**config.mk**
```make
export PLATFORM = sky130hd
export DESIGN_NAME = ipv4_forwarding_decision
export DESIGN_NICKNAME = d
export VERILOG_FILES = /design/src/sv/ipfwd_pkg.sv /design/src/sv/ipfwd_ctrl.sv /design/src/sv/ipfwd_dp.sv /design/src/sv/ipv4_forwarding_decision.sv
export SDC_FILE = /design/constraint.sdc
export NUM_CORES = 2
export LEC_CHECK = 0
export ABC_AREA = 1
export BUFFER_PORTS_ARGS = -buffer_cell sky130_fd_sc_hd__buf_2
export CORE_ASPECT_RATIO = 0.9
export CORE_MARGIN = 3
export CORE_UTILIZATION = 40
export DETAILED_ROUTE_END_ITERATION = 7
export MAX_ROUTING_LAYER = met4
export PLACE_DENSITY_LB_ADDON = 0.08
export SYNTH_ARGS = -nofsm -noshare
export SYNTH_HDL_FRONTEND = slang
export SYNTH_SLANG_ARGS = --single-unit
```
**constraint.sdc**
```tcl
create_clock -name clk -period 6.3 [get_ports clk]
set_clock_uncertainty 0.1 [all_clocks]
set_input_delay 1.26 -clock clk [delete_from_list [all_inputs] [get_ports clk]]
set_output_delay 1.26 -clock clk [all_outputs]
set_load 0.02 [all_outputs]
```
**src/sv/ipfwd_pkg.sv**
```systemverilog
// ----------------------------------------------------------------------------
// ipfwd_pkg: shared types and constants for the IPv4 forwarding decision
// Table sizes, opcodes, action codes, header length limits and the
// command and status bundles between the controller and the datapath.
// ----------------------------------------------------------------------------
package ipfwd_pkg;

	// Table sizes
	localparam int ROUTE_ENTRIES = 16;
	localparam int INTERFACES    = 4;

	localparam int RT_IDX_W = (ROUTE_ENTRIES > 1) ? $clog2(ROUTE_ENTRIES) : 1;
	localparam int IF_IDX_W = (INTERFACES > 1) ? $clog2(INTERFACES) : 1;

	// Header length limits in bytes
	localparam int ETH_HDR_BYTES  = 14;
	localparam int IP_HDR_BYTES   = 20;
	localparam int ICMP_HDR_BYTES = 4;
	localparam logic [15:0] MIN_IP_LEN   = 16'(ETH_HDR_BYTES + IP_HDR_BYTES);
	localparam logic [15:0] MIN_ICMP_LEN = 16'(ETH_HDR_BYTES + IP_HDR_BYTES + ICMP_HDR_BYTES);

	localparam logic [7:0] PROTO_ICMP        = 8'd1;
	localparam logic [7:0] ICMP_ECHO_REQUEST = 8'd8;

	typedef enum logic [1:0] {
		OP_ROUTE    = 2'd0,
		OP_IFACE    = 2'd1,
		OP_CLASSIFY = 2'd2,
		OP_UNUSED   = 2'd3
	} op_t;

	typedef enum logic [2:0] {
		ACT_NONE          = 3'd0,
		ACT_ECHO          = 3'd1,
		ACT_PORT_UNREACH  = 3'd2,
		ACT_TIME_EXCEEDED = 3'd3,
		ACT_NET_UNREACH   = 3'd4,
		ACT_FORWARD       = 3'd5
	} action_t;

	typedef enum logic [1:0] {
		S_IDLE,
		S_IF_SCAN,
		S_RT_SCAN,
		S_DONE
	} state_t;

	// Controller to datapath
	typedef struct packed {
		logic capture;   // request accepted: write tables or latch packet
		logic if_step;   // check one interface address
		logic rt_step;   // check one route entry
		logic load_out;  // load the decision into the output register
	} cmd_t;

	// Datapath to controller
	typedef struct packed {
		logic classify;  // request at the input is a classify request
		logic pre_ok;    // length and header checksum pass
		logic is_local;  // destination matches a local interface
		logic ttl_low;   // ttl of 0 or 1
		logic if_last;   // interface scan at its last entry
		logic rt_last;   // route scan at its last entry
	} sts_t;

endpackage

```
**src/sv/ipfwd_ctrl.sv**
```systemverilog
// ----------------------------------------------------------------------------
// ipfwd_ctrl: sequencer for the forwarding decision
// Accepts requests, steps the interface and route scans, and hands the
// decision to the output register when it is free.
// ----------------------------------------------------------------------------
module ipfwd_ctrl
	import ipfwd_pkg::*;
(
	input  logic clk,
	input  logic arst_n,
	input  logic in_valid,
	output logic in_ready,
	output logic out_valid,
	input  logic out_ready,
	input  sts_t sts,
	output cmd_t cmd
);

	state_t state_q, state_d;
	logic   out_valid_q;
	logic   accept;

	assign accept    = in_valid && in_ready;
	assign out_valid = out_valid_q;

	// State register
	always_ff @(posedge clk or negedge arst_n) begin
		if (!arst_n) begin
			state_q <= S_IDLE;
		end else begin
			state_q <= state_d;
		end
	end

	// Next state and commands
	always_comb begin
		state_d  = state_q;
		cmd      = '0;
		in_ready = 1'b0;
		unique case (state_q)
			S_IDLE: begin
				in_ready    = 1'b1;
				cmd.capture = in_valid;
				if (in_valid && sts.classify) begin
					state_d = S_IF_SCAN;
				end
			end
			S_IF_SCAN: begin
				cmd.if_step = 1'b1;
				if (sts.if_last) begin
					if (sts.pre_ok && !sts.is_local && !sts.ttl_low) begin
						state_d = S_RT_SCAN;
					end else begin
						state_d = S_DONE;
					end
				end
			end
			S_RT_SCAN: begin
				cmd.rt_step = 1'b1;
				if (sts.rt_last) begin
					state_d = S_DONE;
				end
			end
			S_DONE: begin
				if (!out_valid_q || out_ready) begin
					cmd.load_out = 1'b1;
					state_d      = S_IDLE;
				end
			end
			default: begin
				state_d = S_IDLE;
			end
		endcase
	end

	// Hold the result until taken
	always_ff @(posedge clk or negedge arst_n) begin
		if (!arst_n) begin
			out_valid_q <= 1'b0;
		end else if (cmd.load_out) begin
			out_valid_q <= 1'b1;
		end else if (out_ready) begin
			out_valid_q <= 1'b0;
		end
	end

	a_load_free: assert property (@(posedge clk) disable iff (!arst_n)
		cmd.load_out |-> (!out_valid_q || out_ready))
		else $error("decision loaded over an untaken result");

	a_classify_scan: assert property (@(posedge clk) disable iff (!arst_n)
		(accept && sts.classify) |=> (state_q == S_IF_SCAN))
		else $error("classify request did not start the interface scan");

	a_rt_not_local: assert property (@(posedge clk) disable iff (!arst_n)
		(state_q == S_RT_SCAN) |-> !sts.is_local)
		else $error("route scan running for a local packet");

	a_valid_from_done: assert property (@(posedge clk) disable iff (!arst_n)
		$rose(out_valid_q) |-> ($past(state_q) == S_DONE))
		else $error("result raised outside the done state");

endmodule

```
**src/sv/ipfwd_dp.sv**
```systemverilog
// ----------------------------------------------------------------------------
// ipfwd_dp: tables, scan units and decision register
// Holds the route and interface tables, scans them one entry a cycle under
// controller command and forms the forwarding decision.
// ----------------------------------------------------------------------------
module ipfwd_dp
	import ipfwd_pkg::*;
(
	input  logic        clk,
	input  logic        arst_n,
	input  cmd_t        cmd,
	output sts_t        sts,
	input  logic [1:0]  op,
	input  logic [3:0]  slot,
	input  logic [31:0] addr,
	input  logic [31:0] prefix_mask,
	input  logic [31:0] gateway,
	input  logic [1:0]  port,
	input  logic        entry_valid,
	input  logic [7:0]  ttl,
	input  logic [7:0]  protocol,
	input  logic [7:0]  icmp_kind,
	input  logic [15:0] packet_length,
	input  logic [1:0]  sum_flags,
	output logic [2:0]  action,
	output logic [1:0]  local_if,
	output logic [31:0] next_hop,
	output logic [1:0]  out_port,
	output logic [7:0]  new_ttl
);

	// Tables
	logic [31:0] route_dest_q [ROUTE_ENTRIES];
	logic [31:0] route_mask_q [ROUTE_ENTRIES];
	logic [31:0] route_gw_q   [ROUTE_ENTRIES];
	logic [1:0]  route_port_q [ROUTE_ENTRIES];
	logic [ROUTE_ENTRIES-1:0] route_used_q;
	logic [31:0] if_addr_q [INTERFACES];
	logic [INTERFACES-1:0] if_used_q;

	// Latched packet
	logic [31:0] addr_q;
	logic [7:0]  ttl_q, proto_q, itype_q;
	logic [15:0] plen_q;
	logic [1:0]  sums_q;

	// Scan state
	logic [IF_IDX_W-1:0] if_idx_q, if_hit_idx_q;
	logic [RT_IDX_W-1:0] rt_idx_q;
	logic                local_q, found_q;
	logic [31:0]         best_mask_q, best_gw_q;
	logic [1:0]          best_port_q;

	// Output register
	action_t     action_q;
	logic [1:0]  local_if_q, out_port_q;
	logic [31:0] next_hop_q;
	logic [7:0]  new_ttl_q;

	logic [7:0]          slot_ext;
	logic [RT_IDX_W-1:0] rt_wr_idx;
	logic [IF_IDX_W-1:0] if_wr_idx;
	logic                rt_wr_en, if_wr_en;
	logic                if_hit_now, rt_match, rt_better;
	logic                pre_ok, ttl_low;
	action_t             act_d;
	logic [1:0]          lif_d;

	assign slot_ext  = 8'(slot);
	assign rt_wr_idx = slot_ext[RT_IDX_W-1:0];
	assign if_wr_idx = slot_ext[IF_IDX_W-1:0];
	assign rt_wr_en  = cmd.capture && (op_t'(op) == OP_ROUTE)
		&& (9'(slot) < 9'(ROUTE_ENTRIES));
	assign if_wr_en  = cmd.capture && (op_t'(op) == OP_IFACE)
		&& (5'(slot) < 5'(INTERFACES));

	// Write route entries; removal clears only the used bit
	always_ff @(posedge clk or negedge arst_n) begin
		if (!arst_n) begin
			route_used_q <= '0;
		end else if (rt_wr_en) begin
			route_used_q[rt_wr_idx] <= entry_valid;
		end
	end

	always_ff @(posedge clk) begin
		if (rt_wr_en && entry_valid) begin
			route_dest_q[rt_wr_idx] <= addr;
			route_mask_q[rt_wr_idx] <= prefix_mask;
			route_gw_q[rt_wr_idx]   <= gateway;
			route_port_q[rt_wr_idx] <= port;
		end
	end

	// Write interface addresses
	always_ff @(posedge clk or negedge arst_n) begin
		if (!arst_n) begin
			if_used_q <= '0;
		end else if (if_wr_en) begin
			if_used_q[if_wr_idx] <= entry_valid;
		end
	end

	always_ff @(posedge clk) begin
		if (if_wr_en && entry_valid) begin
			if_addr_q[if_wr_idx] <= addr;
		end
	end

	// Latch packet fields
	always_ff @(posedge clk) begin
		if (cmd.capture) begin
			addr_q  <= addr;
			ttl_q   <= ttl;
			proto_q <= protocol;
			itype_q <= icmp_kind;
			plen_q  <= packet_length;
			sums_q  <= sum_flags;
		end
	end

	// Compare the current entries
	assign if_hit_now = if_used_q[if_idx_q] && (if_addr_q[if_idx_q] == addr_q);
	assign rt_match   = route_used_q[rt_idx_q]
		&& (((addr_q ^ route_dest_q[rt_idx_q]) & route_mask_q[rt_idx_q]) == 32'd0);
	assign rt_better  = !found_q || (route_mask_q[rt_idx_q] > best_mask_q);

	// Advance the scans; keep the first local hit and the longest prefix
	always_ff @(posedge clk or negedge arst_n) begin
		if (!arst_n) begin
			if_idx_q <= '0;
			rt_idx_q <= '0;
			local_q  <= 1'b0;
			found_q  <= 1'b0;
		end else if (cmd.capture) begin
			if_idx_q <= '0;
			rt_idx_q <= '0;
			local_q  <= 1'b0;
			found_q  <= 1'b0;
		end else begin
			if (cmd.if_step) begin
				if_idx_q <= if_idx_q + 1'b1;
				if (if_hit_now && !local_q) begin
					local_q <= 1'b1;
				end
			end
			if (cmd.rt_step) begin
				rt_idx_q <= rt_idx_q + 1'b1;
				if (rt_match && rt_better) begin
					found_q <= 1'b1;
				end
			end
		end
	end

	always_ff @(posedge clk) begin
		if (cmd.if_step && if_hit_now && !local_q) begin
			if_hit_idx_q <= if_idx_q;
		end
		if (cmd.rt_step && rt_match && rt_better) begin
			best_mask_q <= route_mask_q[rt_idx_q];
			best_gw_q   <= route_gw_q[rt_idx_q];
			best_port_q <= route_port_q[rt_idx_q];
		end
	end

	assign pre_ok  = (plen_q >= MIN_IP_LEN) && sums_q[0];
	assign ttl_low = (ttl_q <= 8'd1);

	// Status to the controller
	always_comb begin
		sts.classify = (op_t'(op) == OP_CLASSIFY);
		sts.pre_ok   = pre_ok;
		sts.is_local = local_q || (cmd.if_step && if_hit_now);
		sts.ttl_low  = ttl_low;
		sts.if_last  = (if_idx_q == IF_IDX_W'(INTERFACES - 1));
		sts.rt_last  = (rt_idx_q == RT_IDX_W'(ROUTE_ENTRIES - 1));
	end

	// Form the decision
	always_comb begin
		act_d = ACT_NONE;
		lif_d = 2'd0;
		if (pre_ok) begin
			if (local_q) begin
				if (proto_q == PROTO_ICMP) begin
					if ((plen_q >= MIN_ICMP_LEN) && sums_q[1]
						&& (itype_q == ICMP_ECHO_REQUEST)) begin
						act_d = ACT_ECHO;
						lif_d = 2'(if_hit_idx_q);
					end
				end else begin
					act_d = ACT_PORT_UNREACH;
					lif_d = 2'(if_hit_idx_q);
				end
			end else if (ttl_low) begin
				act_d = ACT_TIME_EXCEEDED;
			end else if (!found_q) begin
				act_d = ACT_NET_UNREACH;
			end else begin
				act_d = ACT_FORWARD;
			end
		end
	end

	// Load the output register
	always_ff @(posedge clk) begin
		if (cmd.load_out) begin
			action_q   <= act_d;
			local_if_q <= lif_d;
			if (act_d == ACT_FORWARD) begin
				next_hop_q <= best_gw_q;
				out_port_q <= best_port_q;
				new_ttl_q  <= ttl_q - 8'd1;
			end else begin
				next_hop_q <= 32'd0;
				out_port_q <= 2'd0;
				new_ttl_q  <= ttl_q;
			end
		end
	end

	assign action   = action_q;
	assign local_if = local_if_q;
	assign next_hop = next_hop_q;
	assign out_port = out_port_q;
	assign new_ttl  = new_ttl_q;

endmodule

```
**src/sv/ipv4_forwarding_decision.sv**
```systemverilog
// ----------------------------------------------------------------------------
// ipv4_forwarding_decision: longest prefix match forwarding decision
// Table writes give no result. A classify request steps through the interface table
// one entry a cycle, then through the route table unless that scan is skipped, and
// the decision is loaded into the output register once that register is free; the
// next request is accepted after the sequencer is back in idle.
// A finished result waits in the output register while the next request runs.
// Reset clears the used bits of both tables; no clearing pass is needed.
// ----------------------------------------------------------------------------
module ipv4_forwarding_decision
	import ipfwd_pkg::*;
(
	input  logic        clk,
	input  logic        arst_n,
	input  logic        in_valid,
	output logic        in_ready,
	input  logic [1:0]  op,
	input  logic [3:0]  slot,
	input  logic [31:0] addr,
	input  logic [31:0] prefix_mask,
	input  logic [31:0] gateway,
	input  logic [1:0]  port,
	input  logic        entry_valid,
	input  logic [7:0]  ttl,
	input  logic [7:0]  protocol,
	input  logic [7:0]  icmp_kind,
	input  logic [15:0] packet_length,
	input  logic [1:0]  sum_flags,
	output logic        out_valid,
	input  logic        out_ready,
	output logic [2:0]  action,
	output logic [1:0]  local_if,
	output logic [31:0] next_hop,
	output logic [1:0]  out_port,
	output logic [7:0]  new_ttl
);

	cmd_t cmd;
	sts_t sts;

	// Sequencer
	ipfwd_ctrl u_ctrl (
		.clk       (clk),
		.arst_n    (arst_n),
		.in_valid  (in_valid),
		.in_ready  (in_ready),
		.out_valid (out_valid),
		.out_ready (out_ready),
		.sts       (sts),
		.cmd       (cmd)
	);

	// Tables, scans and decision
	ipfwd_dp u_dp (
		.clk           (clk),
		.arst_n        (arst_n),
		.cmd           (cmd),
		.sts           (sts),
		.op            (op),
		.slot          (slot),
		.addr          (addr),
		.prefix_mask   (prefix_mask),
		.gateway       (gateway),
		.port          (port),
		.entry_valid   (entry_valid),
		.ttl           (ttl),
		.protocol      (protocol),
		.icmp_kind     (icmp_kind),
		.packet_length (packet_length),
		.sum_flags     (sum_flags),
		.action        (action),
		.local_if      (local_if),
		.next_hop      (next_hop),
		.out_port      (out_port),
		.new_ttl       (new_ttl)
	);

endmodule

```
==> impl_metrics.xml <==
<?xml version="1.0" encoding="UTF-8"?>
<metrics>
  <group name="flow_run">
    <metric name="maxCapViolCount" unit="">0</metric>
  </group>
  <group name="sta">
    <metric name="unrepaired_setup_endpoints_after_global_routing" unit="">no</metric>
    <metric name="layout_min_cycle_time" unit="ps">5440</metric>
    <metric name="layout_worst_path_cycle_share" unit="">0.863</metric>
    <metric name="fin_tns_setup" unit="ps">0</metric>
    <metric name="finalHoldViolCount" unit="">0</metric>
    <metric name="final-max-slew-violation-count" unit="">0</metric>
    <metric name="setup_slack_after_layout" unit="ps">864</metric>
    <metric name="slew_at_the_pin_closest_to_its_max_slew_limit" unit="ps">1140</metric>
    <metric name="worst_slew_margin_rel" unit="">0.238</metric>
    <metric name="setup-violations-final" unit="">0</metric>
    <metric name="achievable-frequency" unit="MHz">184</metric>
  </group>
  <group name="min_path">
    <metric name="worst_hold_startpoint" unit="">u_dp.route_used_q[13]</metric>
    <metric name="min_delay_path_depth" unit="">2</metric>
    <metric name="kind_of_path_behind_the_tightest_hold_check" unit="">reg2reg</metric>
    <metric name="timing.hold.worst_endpoint" unit="">u_dp.route_used_q[13]</metric>
  </group>
  <group name="finish">
    <metric name="area_delta_synth_final" unit="%">13.3</metric>
    <metric name="filler_cell_count" unit="">17317</metric>
    <metric name="layout.cells.most_common" unit="">sky130_fd_sc_hd__edfxtp_1</metric>
    <metric name="design_area" unit="um^2">87700</metric>
    <metric name="multi_input_comb_area" unit="um^2">17100</metric>
    <metric name="post_route_cells_drive_above_1_share" unit="">0.0911</metric>
    <metric name="final_cell_mix" unit="">1884 x sky130_fd_sc_hd__edfxtp_1, 1252 x sky130_fd_sc_hd__nand2_1, 991 x sky130_fd_sc_hd__nor2_1</metric>
    <metric name="fin_nets" unit="">6741</metric>
    <metric name="area.sequential" unit="um^2">57400</metric>
  </group>
  <group name="route">
    <metric name="met1_length" unit="um">100000</metric>
    <metric name="wire_per_inst" unit="um">23.5</metric>
    <metric name="dr.first_iter.drc_count" unit="">4453</metric>
    <metric name="route.vias.total" unit="">48561</metric>
    <metric name="ant_nets" unit="">0</metric>
    <metric name="detail_route.first_pass.iterations" unit="">6</metric>
    <metric name="dr.max_layer_used" unit="">met4</metric>
    <metric name="met3RoutedLength" unit="um">12100</metric>
    <metric name="post_drt_via_cell_ratio" unit="">5.24</metric>
    <metric name="met2RoutedLength" unit="um">101000</metric>
    <metric name="detail_route.drc_violations" unit="">0</metric>
    <metric name="routed_wirelength" unit="um">218000</metric>
  </group>
  <group name="die">
    <metric name="die-area" unit="um^2">199000</metric>
    <metric name="die_width" unit="um">469</metric>
    <metric name="core-area" unit="um^2">192000</metric>
    <metric name="design.portCount" unit="">200</metric>
    <metric name="effective_utilization_at_floorplan" unit="">0.404</metric>
    <metric name="rows" unit="">152</metric>
    <metric name="floorplan.die.height" unit="um">423</metric>
  </group>
  <group name="pwr">
    <metric name="intPower" unit="W">0.0238</metric>
    <metric name="pwr_density_cell" unit="nW/um^2">416</metric>
    <metric name="share_clk_of_total_power" unit="">0.316</metric>
    <metric name="p_sw_frac" unit="">0.346</metric>
    <metric name="combinationalPowerShare" unit="">0.283</metric>
    <metric name="peakVddDrop" unit="uV">422</metric>
    <metric name="switching_power" unit="W">0.0126</metric>
    <metric name="power.static_leakage" unit="nW">31.2</metric>
    <metric name="sequentialPowerShare" unit="">0.401</metric>
  </group>
  <group name="synthesis">
    <metric name="yosys.area.top_type" unit="">sky130_fd_sc_hd__edfxtp_1</metric>
    <metric name="yosys_register_bits" unit="">1915</metric>
    <metric name="netlist_area" unit="um^2">77300</metric>
    <metric name="synth_largest_type_area_fraction" unit="">0.732</metric>
    <metric name="yosys.cell_types.count" unit="">40</metric>
    <metric name="postSynthCellCount" unit="">6388</metric>
    <metric name="synthesis.yosys.warnings" unit="">0</metric>
    <metric name="ys.flop_type" unit="">sky130_fd_sc_hd__edfxtp_1</metric>
    <metric name="mappedNetlistNets" unit="">6579</metric>
    <metric name="ys_async_sr_fraction" unit="">0.0162</metric>
    <metric name="synth.yosys.seq_area_share" unit="">0.742</metric>
    <metric name="synth_edf_count" unit="">1884</metric>
    <metric name="synth.area.top_cells" unit="">sky130_fd_sc_hd__edfxtp_1 73%, sky130_fd_sc_hd__nand2_1 6.1%, sky130_fd_sc_hd__nor2_1 4.9%</metric>
    <metric name="postSynthAreaPerCell" unit="um^2">12.1</metric>
  </group>
  <group name="worst_setup_path">
    <metric name="worst_r2r_endpoint" unit="">u_dp.best_gw_q[1]</metric>
    <metric name="r2r_setup_slack" unit="ps">860</metric>
    <metric name="worstPathCellList" unit="">inv_16 &gt; buf_4 &gt; buf_4 &gt; nand2_1 &gt; nand2_1 &gt; nand2_1 &gt; nand3_1 &gt; nand3_1 &gt; nand2_1 &gt; nand2_1 &gt; nand3_1 &gt; nand2_1 &gt; inv_1 &gt; nand3_1 &gt; nor3_1 &gt; nand3_1 &gt; nor2_4 &gt; buf_12</metric>
    <metric name="crit_slowest_cell" unit="">sky130_fd_sc_hd__dfrtp_4</metric>
    <metric name="critical-path-max-stage-delay" unit="ps">660</metric>
    <metric name="path_delay_family" unit="">buffers and inverters</metric>
    <metric name="timing_worst_setup_path_type" unit="">reg2reg</metric>
    <metric name="worstReg2RegStart" unit="">u_dp.rt_idx_q[0]</metric>
    <metric name="worst-endpoint-arrival" unit="ps">5860</metric>
    <metric name="worstPathRequired" unit="ps">6720</metric>
    <metric name="worst-path-buf-inv" unit="">5</metric>
    <metric name="setup.worst_path.end_class" unit="">flop</metric>
    <metric name="critical_path.most_common_cell" unit="">sky130_fd_sc_hd__nand2_1</metric>
    <metric name="rr_worst_depth" unit="">18</metric>
    <metric name="cp_max_fo" unit="">220</metric>
    <metric name="start_kind" unit="">flop</metric>
  </group>
  <group name="global_routing">
    <metric name="track_usage" unit="">0.223</metric>
    <metric name="pin_count_of_the_biggest_net_entering_global_routing" unit="">221</metric>
    <metric name="grt_pass1_vias" unit="">46274</metric>
    <metric name="gr-total-overflow" unit="">0</metric>
    <metric name="grt_first_pass_wirelength" unit="um">319000</metric>
    <metric name="antenna_violations_before_repair" unit="">39</metric>
  </group>
  <group name="placed_design">
    <metric name="place_ws" unit="ps">962</metric>
    <metric name="hpwlAfterDp" unit="um">114000</metric>
    <metric name="dpl_cell_area" unit="um^2">81300</metric>
    <metric name="placement.io_buffers" unit="">198</metric>
    <metric name="gp_routability_congestion" unit="">0.876</metric>
  </group>
  <group name="clock_tree">
    <metric name="clk_root_buffer_cell" unit="">sky130_fd_sc_hd__clkbuf_16</metric>
    <metric name="clkSlewWorstSetupHoldPaths" unit="ps">60</metric>
    <metric name="post_cts.repair.setup_buffers" unit="">0</metric>
    <metric name="number_of_h_tree_levels" unit="">4</metric>
    <metric name="cts_buffers" unit="">204</metric>
    <metric name="clkSinkCount" unit="">1915</metric>
    <metric name="clock_latency_of_the_later_clocked_register_in_the_worst_skew_pair" unit="ps">840</metric>
    <metric name="post_cts.resized_instances" unit="">0</metric>
    <metric name="cts-hold-fix-buffers" unit="">0</metric>
    <metric name="cts_tree" unit="">done</metric>
    <metric name="clock_tree.buffer_depth" unit="">3</metric>
  </group>
  <group name="outcome">
    <metric name="status" unit="">completed</metric>
  </group>
</metrics>
-- routing by layer --
layer,vias to the layer above,global-route usage
met1,24203,0.309
met3,339,0.0377
met4,0,0.0561
met2,1258,0.344
li1,22761,-
met5,-,-
-- power groups by stage --
stage / combinational (W) / clock [W] / sequential, W
final: 0.0103 / 0.0115 / 0.0146
after global routing: 0.0116 / 0.0123 / 0.0146
after CTS: 0.0104 / 0.0118 / 0.0146
after detailed placement: 0.0103 / 0 / 0.0149
after floorplan: 0.00687 / 0 / 0.0149
after global placement: 0.0103 / 0 / 0.0149
-- area by class of cell --
class,instances,share of cell area
multi-input combinational,3772,0.196
inverter,355,0.0156
sequential,1915,0.654
timing repair buffer,302,0.0252
clock buffer,264,0.0619
antenna,15,0.000428
tap,2541,0.0363
clock inverter,111,0.0107
-- cells by family (layout without fill, tap and decap cells) --
kind of cell / after synthesis / in the layout / synth area share
compound gates: 957 / 957 / 0.0683
xor+xnor: 19 / 19 / 0.00215
fa+ha+maj: 40 / 40 / 0.00647
buf+inv: 701 / 1032 / 0.0392
flops: 1915 / 1915 / 0.742
other cells: 0 / 15 / 0
simple gates: 2756 / 2756 / 0.142
-- stage by stage --
step	utilization	instances	total power (W)	hold slack [ps]
global placement	0.424	8885	0.0252	361
floorplan	-	6388	0.0217	345
detailed placement	0.424	8885	0.0252	374
finish	0.458	9275	0.0364	381
CTS	0.458	9260	0.0368	367
global route	0.458	9271	0.0385	414
-- how the worst max path moves through the flow --
stage / startpoint / to / slack, ps / cells after the start
2_1_floorplan: u_dp.rt_idx_q[0] / u_dp.best_gw_q[0] / 420 / 21
3_3_place_gp: u_dp.rt_idx_q[0] / u_dp.best_gw_q[1] / 880 / 24
3_5_place_dp: u_dp.rt_idx_q[0] / u_dp.best_gw_q[1] / 960 / 24
4_1_cts: u_dp.rt_idx_q[0] / u_dp.best_gw_q[1] / 930 / 18
5_1_grt: u_dp.rt_idx_q[0] / u_dp.best_gw_q[2] / 400 / 24
6_report: u_dp.rt_idx_q[0] / u_dp.best_gw_q[1] / 860 / 18
-- cells in the mapped netlist, drive strengths merged (3+ instances only) --
| cell | instances |
|---|---|
| nand2 | 1253 |
| o221ai | 52 |
| xnor2 | 7 |
| o211ai | 55 |
| nor3 | 23 |
| clkinv | 8 |
| clkbuf | 168 |
| inv | 347 |
| nand3b | 3 |
| buf | 178 |
| o21ai | 714 |
| nor4 | 11 |
| nand4 | 18 |
| nor2 | 1013 |
| a21oi | 26 |
| edfxtp | 1884 |
| xor2 | 12 |
| nand3 | 429 |
| ha | 40 |
| o22ai | 99 |
| dfrtp | 31 |
-- worst min-delay path, stage by stage (launching register included) --
cell and delay (ps):
sky130_fd_sc_hd__dfrtp_1 330, sky130_fd_sc_hd__nand2_1 50, sky130_fd_sc_hd__o21ai_0 60
-- state kept, by name, summed over array words and instances (netlist names), 3 cells and up --
| name | count |
|---|---|
| u_dp.action | 3 |
| u_dp.addr_q | 32 |
| u_dp.best_gw_q | 32 |
| u_dp.best_mask_q | 32 |
| u_dp.if_addr_q | 128 |
| u_dp.if_used_q | 4 |
| u_dp.itype_q | 8 |
| u_dp.new_ttl | 8 |
| u_dp.next_hop | 32 |
| u_dp.plen_q | 15 |
| u_dp.proto_q | 8 |
| u_dp.route_dest_q | 512 |
| u_dp.route_gw_q | 512 |
| u_dp.route_mask_q | 512 |
| u_dp.route_port_q | 32 |
| u_dp.route_used_q | 16 |
| u_dp.rt_idx_q | 4 |
| u_dp.ttl_q | 8 |
Note: power is estimated with default switching activity, not from simulation.
